$ cat src/ocpg_pkg.sv
// Shared types, constants and tables for the oriented circle point generator.
package ocpg_pkg;

  localparam int DIV_NUM_W = 62;
  localparam int DIV_DEN_W = 32;
  localparam int SQRT_IN_W = 60;
  localparam int SQRT_OUT_W = 30;

  typedef enum logic [4:0] {
    ST_IDLE, ST_SQ_X, ST_SQ_Y, ST_SQ_Z, ST_TILT, ST_TILT_CHK, ST_SQRT, ST_UDIV,
    ST_MUL_XX, ST_MUL_YY, ST_MUL_XY, ST_RAT_PREP, ST_RAT, ST_RAT_WAIT, ST_MATRIX,
    ST_PH_DIV, ST_P_ANG, ST_P_Z, ST_P_COR, ST_P_MX, ST_P_MY, ST_P_M0, ST_P_M1,
    ST_P_M2, ST_P_M3, ST_P_M4, ST_P_M5, ST_P_ZS, ST_P_EMIT
  } ocpg_state_t;

  // Q30 arctangent of 2^-k, truncated
  function automatic logic signed [31:0] atan_q30(input logic [4:0] k);
    logic signed [31:0] v;
    case (k)
      5'd0:  v = 32'sh3243F6A8;
      5'd1:  v = 32'sh1DAC6705;
      5'd2:  v = 32'sh0FADBAFC;
      5'd3:  v = 32'sh07F56EA6;
      5'd4:  v = 32'sh03FEAB76;
      5'd5:  v = 32'sh01FFD55B;
      5'd6:  v = 32'sh00FFFAAA;
      5'd7:  v = 32'sh007FFF55;
      5'd8:  v = 32'sh003FFFEA;
      5'd9:  v = 32'sh001FFFFD;
      5'd10: v = 32'sh000FFFFF;
      5'd11: v = 32'sh0007FFFF;
      5'd12: v = 32'sh0003FFFF;
      5'd13: v = 32'sh0001FFFF;
      5'd14: v = 32'sh0000FFFF;
      5'd15: v = 32'sh00007FFF;
      5'd16: v = 32'sh00003FFF;
      5'd17: v = 32'sh00001FFF;
      5'd18: v = 32'sh00000FFF;
      5'd19: v = 32'sh000007FF;
      5'd20: v = 32'sh000003FF;
      5'd21: v = 32'sh000001FF;
      5'd22: v = 32'sh000000FF;
      5'd23: v = 32'sh0000007F;
      default: v = 32'sd0;
    endcase
    return v;
  endfunction

endpackage

$ cat src/ocpg_cordic.sv
// Iterative rotation-mode CORDIC, one micro-rotation per cycle, Q30.
module ocpg_cordic #(
  parameter int STEPS = 16
) (
  input  logic               clk,
  input  logic               rst_n,
  input  logic               start,
  input  logic signed [31:0] z_in,
  output logic               done,
  output logic signed [31:0] x_out,
  output logic signed [31:0] y_out
);
  import ocpg_pkg::*;

  localparam int CW = (STEPS > 1) ? $clog2(STEPS) : 1;
  localparam logic signed [31:0] X_START = 32'sd652032874;

  logic               busy_r, done_r;
  logic [CW-1:0]      k_r;
  logic signed [31:0] x_r, y_r, z_r, dx, dy, at;

  assign dx = y_r >>> k_r;
  assign dy = x_r >>> k_r;
  assign at = atan_q30(5'(k_r));

  always_ff @(posedge clk) begin
    if (!rst_n) begin
      busy_r <= 1'b0;
      done_r <= 1'b0;
      k_r    <= '0;
    end else begin
      done_r <= 1'b0;
      if (start && !busy_r) begin
        busy_r <= 1'b1;
        k_r    <= '0;
      end else if (busy_r) begin
        k_r <= k_r + 1'b1;
        if (k_r == CW'(STEPS - 1)) begin
          busy_r <= 1'b0;
          done_r <= 1'b1;
        end
      end
    end
  end

  always_ff @(posedge clk) begin
    if (start && !busy_r) begin
      x_r <= X_START;
      y_r <= '0;
      z_r <= z_in;
    end else if (busy_r) begin
      if (!z_r[31]) begin
        x_r <= x_r - dx;
        y_r <= y_r + dy;
        z_r <= z_r - at;
      end else begin
        x_r <= x_r + dx;
        y_r <= y_r - dy;
        z_r <= z_r + at;
      end
    end
  end

  assign done  = done_r;
  assign x_out = x_r;
  assign y_out = y_r;

endmodule

$ cat config.mk
export PLATFORM = sky130hd
export DESIGN_NAME = ocpg_cordic
export DESIGN_NICKNAME = d
export VERILOG_FILES = /design/src/ocpg_pkg.sv /design/src/ocpg_cordic.sv
export SDC_FILE = /design/constraint.sdc
export NUM_CORES = 1
export LEC_CHECK = 0
export BUFFER_PORTS_ARGS = -buffer_cell sky130_fd_sc_hd__buf_4
export CORE_MARGIN = 10
export CORE_UTILIZATION = 57
export DETAILED_ROUTE_END_ITERATION = 7
export PLACE_DENSITY = 0.79
export SKIP_CTS_REPAIR_TIMING = 1
export SYNTH_ARGS = -nofsm -noshare
export SYNTH_HDL_FRONTEND = slang
export SYNTH_SLANG_ARGS = --single-unit
$ cat constraint.sdc
create_clock -name clk -period 5.5 [get_ports clk]
set_input_delay 0.825 -clock clk [delete_from_list [all_inputs] [get_ports clk]]
set_output_delay 0.825 -clock clk [all_outputs]
set_load 0.01 [all_outputs]
==> results.cfg <==
[global_route]
gr-max-usage-layer = met2
grt_pass1_vias = 13624
grt_max_degree = 50
grt-ovfl-total = 0
gr-usage-met1_pct = 32.4
grt_pass1_wl_um = 71400
met3_usage_pct = 4.00
use_met2_pct = 43.5
grt.total_usage_pct = 26.0
grt_antenna_before_repair = 0

[sta]
finalClockSkew_ns = 0.0180
worst_pin_slew_ns = 1.04
period_minus_slack_ns = 5.25
hold_ws_ns = 0.497
report.final.hold_viol_count = 0
report.final.setup_viol = 0
finalMaxSlewViolations = 0
fmax_mhz = 190
fin_crit_sh_pct = 95.5
slew_headroom_pct = 30.3

[critical_path]
crit_path_max_fanout = 17
critPathLaunchType = register
critical_path_buf_inv_count = 1
crit_type = reg -> reg
crit_required_ns = 5.83
slowest_stage = or4b_4
cp_cell_sequence = buf_16, mux4_2, and2_1, or4b_4, a2111oi_4, and3_2, nand2_1, nor2_1, nor2_1, xor2_1, ha_1, a211o_1, a21oi_1, and3_1, a32oi_1, a21oi_2, o21ai_0, a21o_1, a211o_1, a32o_1
r2r_start = k_r[1]$_SDFFE_PP0P_
cp.arrival_ns = 5.58
cpPeakStageDelay_ns = 0.60
startpoint = k_r[1]$_SDFFE_PP0P_
path_delay_family = compound AO/OA/AOI/OAI gates
end_kind = register

[logic_synthesis]
syn-num-nets = 1926
synth_warnings = 0
async_flop_share_pct = 0
yosysTopAreaCell = dfxtp_1
ys.flop_type = dfxtp_1
synthTopCellsByCount = nand2_1 (194), a21oi_1 (185), nor2_1 (146)
synth.ff_latch_count = 131
avgSynthCellArea_sq_um = 8.33
ys_seq_area_share_pct = 19.9
synth-edff-count = 32
synth.distinct_cells = 99
yosys-top-cells-area = dfxtp_1 (13%), ha_1 (9.5%), edfxtp_1 (6.5%)
yosysMostFrequentCell = nand2_1
synthCells = 1776
synth_top_cell_area_share_pct = 13.4
syn-cell-area_sq_um = 14800

[power_and_ir_drop]
power.total_mw = 12.5
power_density_nw_per_um2 = 751
leakagePower_nw = 7.16
ir_worst_vdd_v = 0.000404

[floorplan]
start_util_pct = 58.3
rows = 58
die_w_um = 181
die_area_sq_um = 32800
die_h_um = 181
pin_count = 100
coreArea_sq_um = 25400

[cts]
cts.sinks = 131
cts_tree = built
cts_max_path_buffers = 2
cts-root-buf = clkbuf_16
numCtsBuffers = 17
clkTransAtPathRegs_ns = 0.07
clk-insertion-delay-late_ns = 0.45
htreeDepth = 4

[finish]
post-route-cell-area_sq_um = 16700
area_growth_pct = 12.9
drive_gt1_share_pct = 16.9
antennaDiodeCount = 0
fill_cells = 2152
nets = 2026

[placement]
io_buffers = 99
hpwl_um = 33200
place_area_sq_um = 15900
gp_congestion = 0.991

[worst_hold_path]
worstHoldStart = y_out[0]$_SDFFE_PP0P_
hold_path_class = reg -> reg

[detailed_routing]
drc = 0
totalWireLength_um = 44700
vias = 14238
routedWlPerCell_um = 20.1
vias_per_cell = 6.42
initialDrtViolationCount = 1417
ant_nets = 0
dr.pass1.iters = 6

[outcome]
run_status = completed

[job]
drv_cap = 0
-- path summary, 6_finish.rpt --
check                                              end  slack, ns  cells past startpoint
worst max-delay path            y_out[27]$_SDFFE_PP0P_       0.25                     20
worst min-delay path             y_out[0]$_SDFFE_PP0P_       0.50                      2
worst max register to register  y_out[27]$_SDFFE_PP0P_       0.25                     20
worst min register to register   y_out[0]$_SDFFE_PP0P_       0.50                      2
-- cell type report --
class                           count  area, sq um  share of cell area (%)
Sequential cell                   131         2950                    17.7
Clock buffer                       17          425                    2.55
Multi-Input combinational cell   1487        11100                    66.3
Timing Repair Buffer              168         1360                    8.16
Clock inverter                     15          211                    1.27
Tap cell                          330          413                    2.47
Inverter                           71          267                    1.60
-- registers in the layout, indices dropped and copies added (netlist names) --
signal and flops:
done 1, x_out 32, busy_r 1, k_r 4
z_r 32, y_out 32, at 29
-- logic make-up (layout without fill, tap and decap cells) --
kind of cell               Yosys count  count (layout)  synth area share (%)
and+or+nand+nor                    503             503                  15.7
DFF                                131             131                  19.9
xor gates and xnor gates           171             171                  10.2
AOI/OAI and AO/OA                  551             551                  23.3
muxes                              147             147                  15.2
adders and majority gates          115             115                  9.88
buffers and inverters              158             271                  5.85
-- layout by cell type (no fill, tap or decap), drive strengths merged, types with 11 or more instances in the layout --
cell type,n
a211oi,14
a21o,42
a21oi,186
a22o,11
a31oi,27
and2,13
and3,22
buf,166
clkbuf,19
dfxtp,99
edfxtp,32
ha,112
inv,79
mux2,25
mux2i,66
mux4,56
nand2,194
nand2b,12
nand3,18
nand4,14
nor2,148
nor2b,13
nor3,26
o211ai,13
o21ai,136
o21bai,17
o22ai,14
xnor2,80
xor2,91
-- power by group --
part | internal (mW) | total (mW) | leakage, nW | switching [mW]
sequential | 1.42 | 1.90 | 1.14 | 0.474
combinational | 4.21 | 9.36 | 5.70 | 5.15
clock | 0.739 | 1.29 | 0.310 | 0.549
-- stage by stage --
stage / utilization (%) / cells / TNS [ns] / setup WS [ns]
6_report: 65.8 / 2219 / 0 / 0.248
4_1_cts: 65.1 / 2216 / 0 / 0.0443
2_1_floorplan: - / 1776 / 0 / 0.181
3_5_place_dp: 62.6 / 2184 / 0 / 0.0432
5_1_grt: 65.8 / 2219 / -0.00220 / -0.00220
3_3_place_gp: 62.6 / 2184 / 0 / 0.148
-- metal layers --
metal,share of wire [%],routed length (um)
met2,47,21200
met3,7.7,3430
met1,41,18300
met5,0,0
met4,4.0,1800
-- tightest hold or removal path, cell delays in order (launching register included) --
cell     delay, ns
dfxtp_1       0.32
nand2_1       0.06
o22ai_1       0.07
Power figures use the tool's default switching activity.
