## config.mk

```make
export PLATFORM = sky130hd
export DESIGN_NAME = ocpg_div
export DESIGN_NICKNAME = d
export VERILOG_FILES = /design/src/ocpg_pkg.sv /design/src/ocpg_div.sv
export SDC_FILE = /design/constraint.sdc
export NUM_CORES = 1
export LEC_CHECK = 0
export ABC_AREA = 0
export BUFFER_PORTS_ARGS = -buffer_cell sky130_fd_sc_hd__buf_2
export CAP_MARGIN = 0
export CORE_ASPECT_RATIO = 1.5
export CORE_UTILIZATION = 48
export CTS_CLUSTER_DIAMETER = 80
export CTS_CLUSTER_SIZE = 14
export DETAILED_ROUTE_END_ITERATION = 10
export PLACE_DENSITY = 0.77
export SLEW_MARGIN = 20
export SYNTH_ARGS = -nofsm -noshare
export SYNTH_HDL_FRONTEND = slang
export SYNTH_SLANG_ARGS = --single-unit
```

## constraint.sdc

```tcl
create_clock -name clk -period 3.1 [get_ports clk]
set_clock_uncertainty 0.2 [all_clocks]
set_input_delay 0.93 -clock clk [delete_from_list [all_inputs] [get_ports clk]]
set_output_delay 0.93 -clock clk [all_outputs]
set_load 0.02 [all_outputs]
```

## src/ocpg_pkg.sv

```systemverilog
// Shared types, constants and tables for the oriented circle point generator.
package ocpg_pkg;

  localparam int DIV_NUM_W = 62;
  localparam int DIV_DEN_W = 32;
  localparam int SQRT_IN_W = 60;
  localparam int SQRT_OUT_W = 30;

  typedef enum logic [4:0] {
    ST_IDLE, ST_SQ_X, ST_SQ_Y, ST_SQ_Z, ST_TILT, ST_TILT_CHK, ST_SQRT, ST_UDIV,
    ST_MUL_XX, ST_MUL_YY, ST_MUL_XY, ST_RAT_PREP, ST_RAT, ST_RAT_WAIT, ST_MATRIX,
    ST_PH_DIV, ST_P_ANG, ST_P_Z, ST_P_COR, ST_P_MX, ST_P_MY, ST_P_M0, ST_P_M1,
    ST_P_M2, ST_P_M3, ST_P_M4, ST_P_M5, ST_P_ZS, ST_P_EMIT
  } ocpg_state_t;

  // Q30 arctangent of 2^-k, truncated
  function automatic logic signed [31:0] atan_q30(input logic [4:0] k);
    logic signed [31:0] v;
    case (k)
      5'd0:  v = 32'sh3243F6A8;
      5'd1:  v = 32'sh1DAC6705;
      5'd2:  v = 32'sh0FADBAFC;
      5'd3:  v = 32'sh07F56EA6;
      5'd4:  v = 32'sh03FEAB76;
      5'd5:  v = 32'sh01FFD55B;
      5'd6:  v = 32'sh00FFFAAA;
      5'd7:  v = 32'sh007FFF55;
      5'd8:  v = 32'sh003FFFEA;
      5'd9:  v = 32'sh001FFFFD;
      5'd10: v = 32'sh000FFFFF;
      5'd11: v = 32'sh0007FFFF;
      5'd12: v = 32'sh0003FFFF;
      5'd13: v = 32'sh0001FFFF;
      5'd14: v = 32'sh0000FFFF;
      5'd15: v = 32'sh00007FFF;
      5'd16: v = 32'sh00003FFF;
      5'd17: v = 32'sh00001FFF;
      5'd18: v = 32'sh00000FFF;
      5'd19: v = 32'sh000007FF;
      5'd20: v = 32'sh000003FF;
      5'd21: v = 32'sh000001FF;
      5'd22: v = 32'sh000000FF;
      5'd23: v = 32'sh0000007F;
      default: v = 32'sd0;
    endcase
    return v;
  endfunction

endpackage

```

## src/ocpg_div.sv

```systemverilog
// Restoring unsigned divider, one quotient bit per cycle.
module ocpg_div (
  input  logic                           clk,
  input  logic                           rst_n,
  input  logic                           start,
  input  logic [ocpg_pkg::DIV_NUM_W-1:0] num,
  input  logic [ocpg_pkg::DIV_DEN_W-1:0] den,
  output logic                           done,
  output logic [ocpg_pkg::DIV_NUM_W-1:0] quo,
  output logic [ocpg_pkg::DIV_DEN_W-1:0] rem
);
  import ocpg_pkg::*;

  localparam int CNT_W = $clog2(DIV_NUM_W);

  logic                 busy_r, done_r;
  logic [CNT_W-1:0]     cnt_r;
  logic [DIV_NUM_W-1:0] num_r;
  logic [DIV_DEN_W-1:0] rem_r, den_r;
  logic [DIV_DEN_W:0]   trial;
  logic                 fits;

  assign trial = {rem_r, num_r[DIV_NUM_W-1]};
  assign fits  = trial >= {1'b0, den_r};

  always_ff @(posedge clk) begin
    if (!rst_n) begin
      busy_r <= 1'b0;
      done_r <= 1'b0;
      cnt_r  <= '0;
    end else begin
      done_r <= 1'b0;
      if (start && !busy_r) begin
        busy_r <= 1'b1;
        cnt_r  <= '0;
      end else if (busy_r) begin
        cnt_r <= cnt_r + 1'b1;
        if (cnt_r == CNT_W'(DIV_NUM_W - 1)) begin
          busy_r <= 1'b0;
          done_r <= 1'b1;
        end
      end
    end
  end

  always_ff @(posedge clk) begin
    if (start && !busy_r) begin
      num_r <= num;
      den_r <= den;
      rem_r <= '0;
    end else if (busy_r) begin
      rem_r <= fits ? DIV_DEN_W'(trial - {1'b0, den_r}) : trial[DIV_DEN_W-1:0];
      num_r <= {num_r[DIV_NUM_W-2:0], fits};
    end
  end

  assign done = done_r;
  assign quo  = num_r;
  assign rem  = rem_r;

endmodule

```

==> impl_metrics.py, run 1 <==
metrics = {
    "yosys": {
        "ys_seq_area_share_pct": 51.1,
        "synthesis.instances": 746,
        "synth_flop_cell": "edfxtp_1",
        "synth_area_mm2": 0.00709,
        "syn_avg_cell_area_um2": 9.50,
        "synth_edf_count": 94,
        "yosys_warnings": 0,
        "syn-num-nets": 878,
        "ys_ff_latch": 134,
        "synth_cell_types": 55,
        "synthArstFlopShare_pct": 0,
    },
    "setup_path": {
        "cp_data_arrival_time_ns": 3.17,
        "crit_fanout": 5,
        "cp_top_family": "compound AO/OA/AOI/OAI gates",
        "cpPeakStageDelay_ns": 0.55,
        "end_kind": "flip-flop",
        "cp_num_buf_inv": 0,
        "critPathLaunchType": "flip-flop",
        "crit_required_ns": 3.23,
        "crit_path_cell_trace": "ha_1 > a21o_1 > a31oi_1 > o21ai_2 > a211oi_4 > o21ai_1 > a2111oi_0 > nor2_1 > xnor2_1 > o31ai_1",
        "crit_path_top_delay_cell": "a2111oi_0",
        "crit_type": "reg -> reg",
    },
    "pwr": {
        "peakVddDrop_mv": 0.385,
        "p_total_uw": 7520,
        "pwr_density_cell_mw_per_mm2": 848,
        "leakagePower_uw": 0.00422,
    },
    "timing": {
        "setup_ws_ns": 0.0544,
        "finalSetupTns_ns": 0,
        "whs_ns": 0.284,
        "slew_violations": 0,
        "setup_viol": 0,
        "worstMarginPinSlew_ns": 0.491,
        "rsz0062_at_grt": "false",
        "min_period_ns": 3.05,
        "hold_viol_final": 0,
        "maxSlewHeadroom_pct": 66.4,
        "fmax_ghz": 0.328,
        "fin_crit_sh_pct": 98.2,
    },
    "global_routing": {
        "grt-ovfl-total": 0,
        "grt_use_total_pct": 24.8,
        "antenna_found_initial": 1,
        "grt_pass1_vias": 6200,
        "grt_max_degree": 69,
        "grt_first_pass_wirelength_um": 28900,
    },
    "layout": {
        "final_nets": 1067,
        "drive_gt1_share_pct": 27.0,
        "finish.utilization_pct": 61.3,
        "area_growth_pct": 25.1,
        "nFillCells": 1275,
    },
    "drt": {
        "wire_per_inst_um": 16.1,
        "drc": 0,
        "via_per_inst": 5.39,
        "drt-pass1-iter-count": 5,
        "num_vias": 6173,
        "drtAntennaViolNets": 0,
        "drt_wl_total_um": 18400,
        "drt_iter0_markers": 243,
    },
    "clock_network": {
        "ctsHoldBuffers": 0,
        "clock_latency_ns": 0.42,
        "cts_tree": "done",
        "htree_levels": 4,
        "clock_sinks": 134,
        "clock-root-buffer": "clkbuf_16",
        "clk_pin_slew_ns": 0.06,
        "clockBufferDepth": 2,
        "cts_buffers": 17,
    },
    "job": {
        "cap_violations": 0,
    },
    "floorplanning": {
        "core_area_mm2": 0.0145,
        "io-pin-count": 192,
        "die_area_mm2": 0.0153,
        "die_x_um": 101,
        "rows": 54,
        "start_util_pct": 49.0,
        "die_h_um": 151,
    },
    "place": {
        "io_buffers": 191,
        "finalWeightedCongestion": 0.909,
        "hpwl_um": 13300,
        "post-place-ws_ns": 0.0952,
    },
    "outcome": {
        "status": "completed",
    },
    "worst_hold_path": {
        "hold_path.class": "reg -> reg",
    },
}
state kept, by name (all words and copies together) (netlist names):
register	flops
cnt_r	6
rem	32
busy_r	1
done	1
quo	62
den_r	32
path summary, 6_finish.rpt:
check / from / to / slack [ns] / cells past startpoint
max reg2reg: rem[3]$_SDFFE_PP0P_ / rem[31]$_SDFFE_PP0P_ / 0.05 / 10
max: rem[3]$_SDFFE_PP0P_ / rem[31]$_SDFFE_PP0P_ / 0.05 / 10
min reg2reg: rem[14]$_SDFFE_PP0P_ / rem[14]$_SDFFE_PP0P_ / 0.28 / 2
min: rem[14]$_SDFFE_PP0P_ / rem[14]$_SDFFE_PP0P_ / 0.28 / 2
synthesized netlist by cell type (all sizes together) (19+ instances only):
library cell / instances / share of area (%)
nand2: 235 / 12
a21oi: 39 / 2.8
o21ai: 34 / 2.5
ha: 34 / 6.0
dfxtp: 40 / 11
edfxtp: 94 / 40
xnor2: 21 / 2.6
inv: 43 / 2.3
nand3: 19 / 1.4
clkbuf: 28 / 1.5
nor2: 29 / 1.5
routing by layer:
| layer | part of all wire [%] | track usage [%] | up-vias |
|---|---|---|---|
| li1 | - | - | 2988 |
| met1 | 37 | 26.2 | 2866 |
| met2 | 52 | 44.7 | 270 |
| met3 | 8.0 | 7.06 | 47 |
| met4 | 3.3 | 11.7 | 2 |
| met5 | 0.071 | 0 | - |
per-stage QoR:
stage               area (um2)  instances
floorplan                 7090        746
global placement          8260       1111
detailed placement        8260       1111
CTS                       8850       1143
global route              8860       1144
finish                    8870       1145
power breakdown:
part	internal, uW	total (uW)	switching (uW)	leakage, uW
logic	1130	2980	1850	0.00269
registers	2270	2520	258	0.00127
clock network	1140	2020	880	0.000272
total	4530	7520	2990	0.00422
cell usage in the layout (no fill, tap or decap), types with 21 or more instances in the layout:
| cell | synthesis | layout |
|---|---|---|
| dfxtp_1 | 40 | 40 |
| buf_2 | 0 | 191 |
| o21ai_0 | 21 | 21 |
| inv_1 | 42 | 41 |
| nor2_1 | 29 | 28 |
| nand2_1 | 235 | 234 |
| ha_1 | 34 | 34 |
| a21oi_1 | 38 | 37 |
| xnor2_1 | 21 | 21 |
| edfxtp_1 | 94 | 94 |
tightest hold or removal path, delay by kind of cell (launching register included):
kind | cells | cell delay (ns)
compound gates | 1 | 0.05
flops | 1 | 0.33
simple gates | 1 | 0.06
final cells by class:
class / count / area [um2] / share of cell area, %
diodes: 1 / 2.50 / 0.0282
inverters: 43 / 161 / 1.82
clock buffers: 17 / 425 / 4.80
multi-input cells: 534 / 3140 / 35.4
repair buffers: 205 / 1110 / 12.5
well taps: 196 / 245 / 2.77
flip-flops and latches: 134 / 3620 / 40.9
clock inverters: 15 / 159 / 1.79
kinds of logic after synthesis:
| kind of cell | Yosys count | synth area share (%) |
|---|---|---|
| fa+ha+maj | 35 | 6.28 |
| flops | 134 | 51.1 |
| xor+xnor | 34 | 4.20 |
| buf+inv | 78 | 4.82 |
| simple gates | 314 | 18.2 |
| compound gates | 145 | 14.6 |
| mux | 6 | 0.847 |
what timing repair did:
item | in CTS | in global routing
resized for setup | 0 | 2
setup buffers | 0 | 1
endpoints found under the setup margin | 0 | 14
(Power assumes the default switching activity.)
==> inputs of run 2 (changes only) <==
==> constraint.sdc (replaced) <==
create_clock -name clk -period 3.1 [get_ports clk]
set_clock_uncertainty 0.2 [all_clocks]
set_input_delay 0.465 -clock clk [delete_from_list [all_inputs] [get_ports clk]]
set_output_delay 0.465 -clock clk [all_outputs]
set_load 0.02 [all_outputs]
==> run 2 against run 1 <==
  * Sequential share of layout area down 0.081 points
  * Via count down 0.50%
  * Critical endpoint is now rem[30]$_SDFFE_PP0P_
  * Design area up 0.20%
  * Non-clock buffer count unchanged
  * Utilization up 0.12 points
  * First-iteration DRC count up 36%
==> impl_metrics.py, run 2 (synthesized netlist as in run 1, its figures left out) <==
metrics = {
    "floorplanning": {
        "core_area_mm2": 0.0145,
        "die_h_um": 151,
        "die_area_mm2": 0.0153,
        "io-pin-count": 192,
        "rows": 54,
        "start_util_pct": 49.0,
        "die_x_um": 101,
    },
    "job": {
        "cap_violations": 0,
    },
    "pwr": {
        "p_total_uw": 7590,
        "peakVddDrop_mv": 0.448,
        "leakagePower_uw": 0.00425,
        "pwr_density_cell_mw_per_mm2": 855,
    },
    "setup_path": {
        "cp_data_arrival_time_ns": 3.14,
        "r2r_cells": 11,
        "crit_fanout": 14,
        "end_kind": "flip-flop",
        "cpPeakStageDelay_ns": 0.38,
        "cp_num_buf_inv": 1,
        "cp_top_family": "compound AO/OA/AOI/OAI gates",
        "crit_path_top_delay_cell": "ha_1",
        "crit_path_cell_trace": "ha_1 > a21oi_1 > o21ai_1 > and2b_1 > a211oi_4 > a21oi_2 > o21ai_2 > o311a_4 > buf_4 > nand2b_1 > o21ai_1",
        "path_common_cell": "o21ai_1",
        "reg2reg_slack_ns": 0.05,
        "cp_num_cells": 11,
        "crit_required_ns": 3.19,
        "critPathLaunchType": "flip-flop",
        "crit_type": "reg -> reg",
    },
    "outcome": {
        "status": "completed",
    },
    "timing": {
        "min_period_ns": 3.05,
        "worstMarginPinSlew_ns": 0.663,
        "fmax_ghz": 0.328,
        "setup_ws_ns": 0.0524,
        "fin_crit_sh_pct": 98.3,
        "setup_viol": 0,
        "maxSlewHeadroom_pct": 55.8,
        "hold_viol_final": 0,
        "whs_ns": 0.0174,
        "slew_violations": 0,
    },
    "clock_network": {
        "ctsHoldBuffers": 0,
        "clock-root-buffer": "clkbuf_16",
        "clockBufferDepth": 2,
        "cts_buffers": 17,
        "clock_latency_ns": 0.42,
        "cts_tree": "done",
        "clk_pin_slew_ns": 0.07,
        "htree_levels": 4,
        "clock_sinks": 134,
    },
    "global_routing": {
        "met2_usage_pct": 45.1,
        "busiest_layer": "met2",
        "grt_first_pass_wirelength_um": 28500,
        "grt_max_degree": 65,
        "antenna_found_initial": 1,
        "grt_use_total_pct": 24.6,
        "grt_util_met3_pct": 6.51,
        "grt-ovfl-total": 0,
        "met1_usage_pct": 26.1,
        "grt_pass1_vias": 6003,
    },
    "drt": {
        "wire_per_inst_um": 16.3,
        "via_per_inst": 5.37,
        "drt_iter0_markers": 331,
        "drt_wl_total_um": 18700,
        "drtAntennaViolNets": 0,
        "drc": 0,
        "drt-pass1-iter-count": 5,
        "num_vias": 6142,
    },
    "place": {
        "hpwl_um": 13300,
        "finalWeightedCongestion": 0.909,
        "io_buffers": 191,
        "post-place-ws_ns": 0.0924,
    },
    "layout": {
        "nFillCells": 1278,
        "layout_commonest_cell": "nand2_1",
        "area_growth_pct": 25.3,
        "drive_gt1_share_pct": 27.5,
        "finish.utilization_pct": 61.4,
        "final_cell_mix": "nand2_1 (234), buf_2 (191), edfxtp_1 (94)",
        "insertedDiodeCount": 0,
        "final_nets": 1067,
        "largest_reg_flops": 62,
    },
    "worst_hold_path": {
        "hold_path_depth": 1,
        "hold_path.class": "in -> reg",
    },
}
[run 2: cell count changes in the layout (fill, tap and decap cells not counted), moves of 2 or more]
cell and delta:
clkinv_2 +3, a21oi_1 -2, inv_8 -3, clkinvlp_4 -4, inv_6 +4, a21oi_2 +2
[run 2: area by class of cell]
cell class | instances | area [um2] | area share, %
inverters | 43 | 161 | 1.82
multi-input cells | 534 | 3160 | 35.6
repair buffers | 205 | 1100 | 12.4
flip-flops and latches | 134 | 3620 | 40.8
clock buffers | 17 | 425 | 4.79
well taps | 196 | 245 | 2.76
clock inverters | 15 | 166 | 1.87
[run 2: per-stage QoR]
stage | instances | TNS [ns] | area, um2
2_1_floorplan | 746 | 0 | 7090
3_3_place_gp | 1111 | 0 | 8250
3_5_place_dp | 1111 | 0 | 8250
4_1_cts | 1143 | 0 | 8840
5_1_grt | 1144 | -0.619 | 8880
6_report | 1144 | 0 | 8880
[run 2: routing by layer]
metal  wire length [um]  up-vias
li1                   -     2981
met1               7030     2859
met2               9760      252
met3               1310       48
met4                587        2
met5                 13        -
[run 2: what timing repair did]
item                       in CTS  in global routing
setup buffers                   0                  1
resized for setup               0                  8
setup endpoints to repair       0                 13
[run 2: worst reg2reg max path: stages (launching register included)]
cell      delay, ns
dfxtp_1        0.33
ha_1           0.38
a21oi_1        0.25
o21ai_1        0.15
and2b_1        0.22
a211oi_4       0.29
a21oi_2        0.13
o21ai_2        0.17
o311a_4        0.27
buf_4          0.24
nand2b_1       0.21
o21ai_1        0.10
[run 2: path summary, 6_finish.rpt]
path,from,end
max,rem[5]$_SDFFE_PP0P_,rem[30]$_SDFFE_PP0P_
min,den[11],den_r[11]$_DFFE_PP_
max reg2reg,rem[5]$_SDFFE_PP0P_,rem[30]$_SDFFE_PP0P_
min reg2reg,rem[14]$_SDFFE_PP0P_,rem[14]$_SDFFE_PP0P_
[run 2: power breakdown]
part,internal [uW],switching [uW]
Combinational,1130,1870
Clock,1210,854
Sequential,2270,258
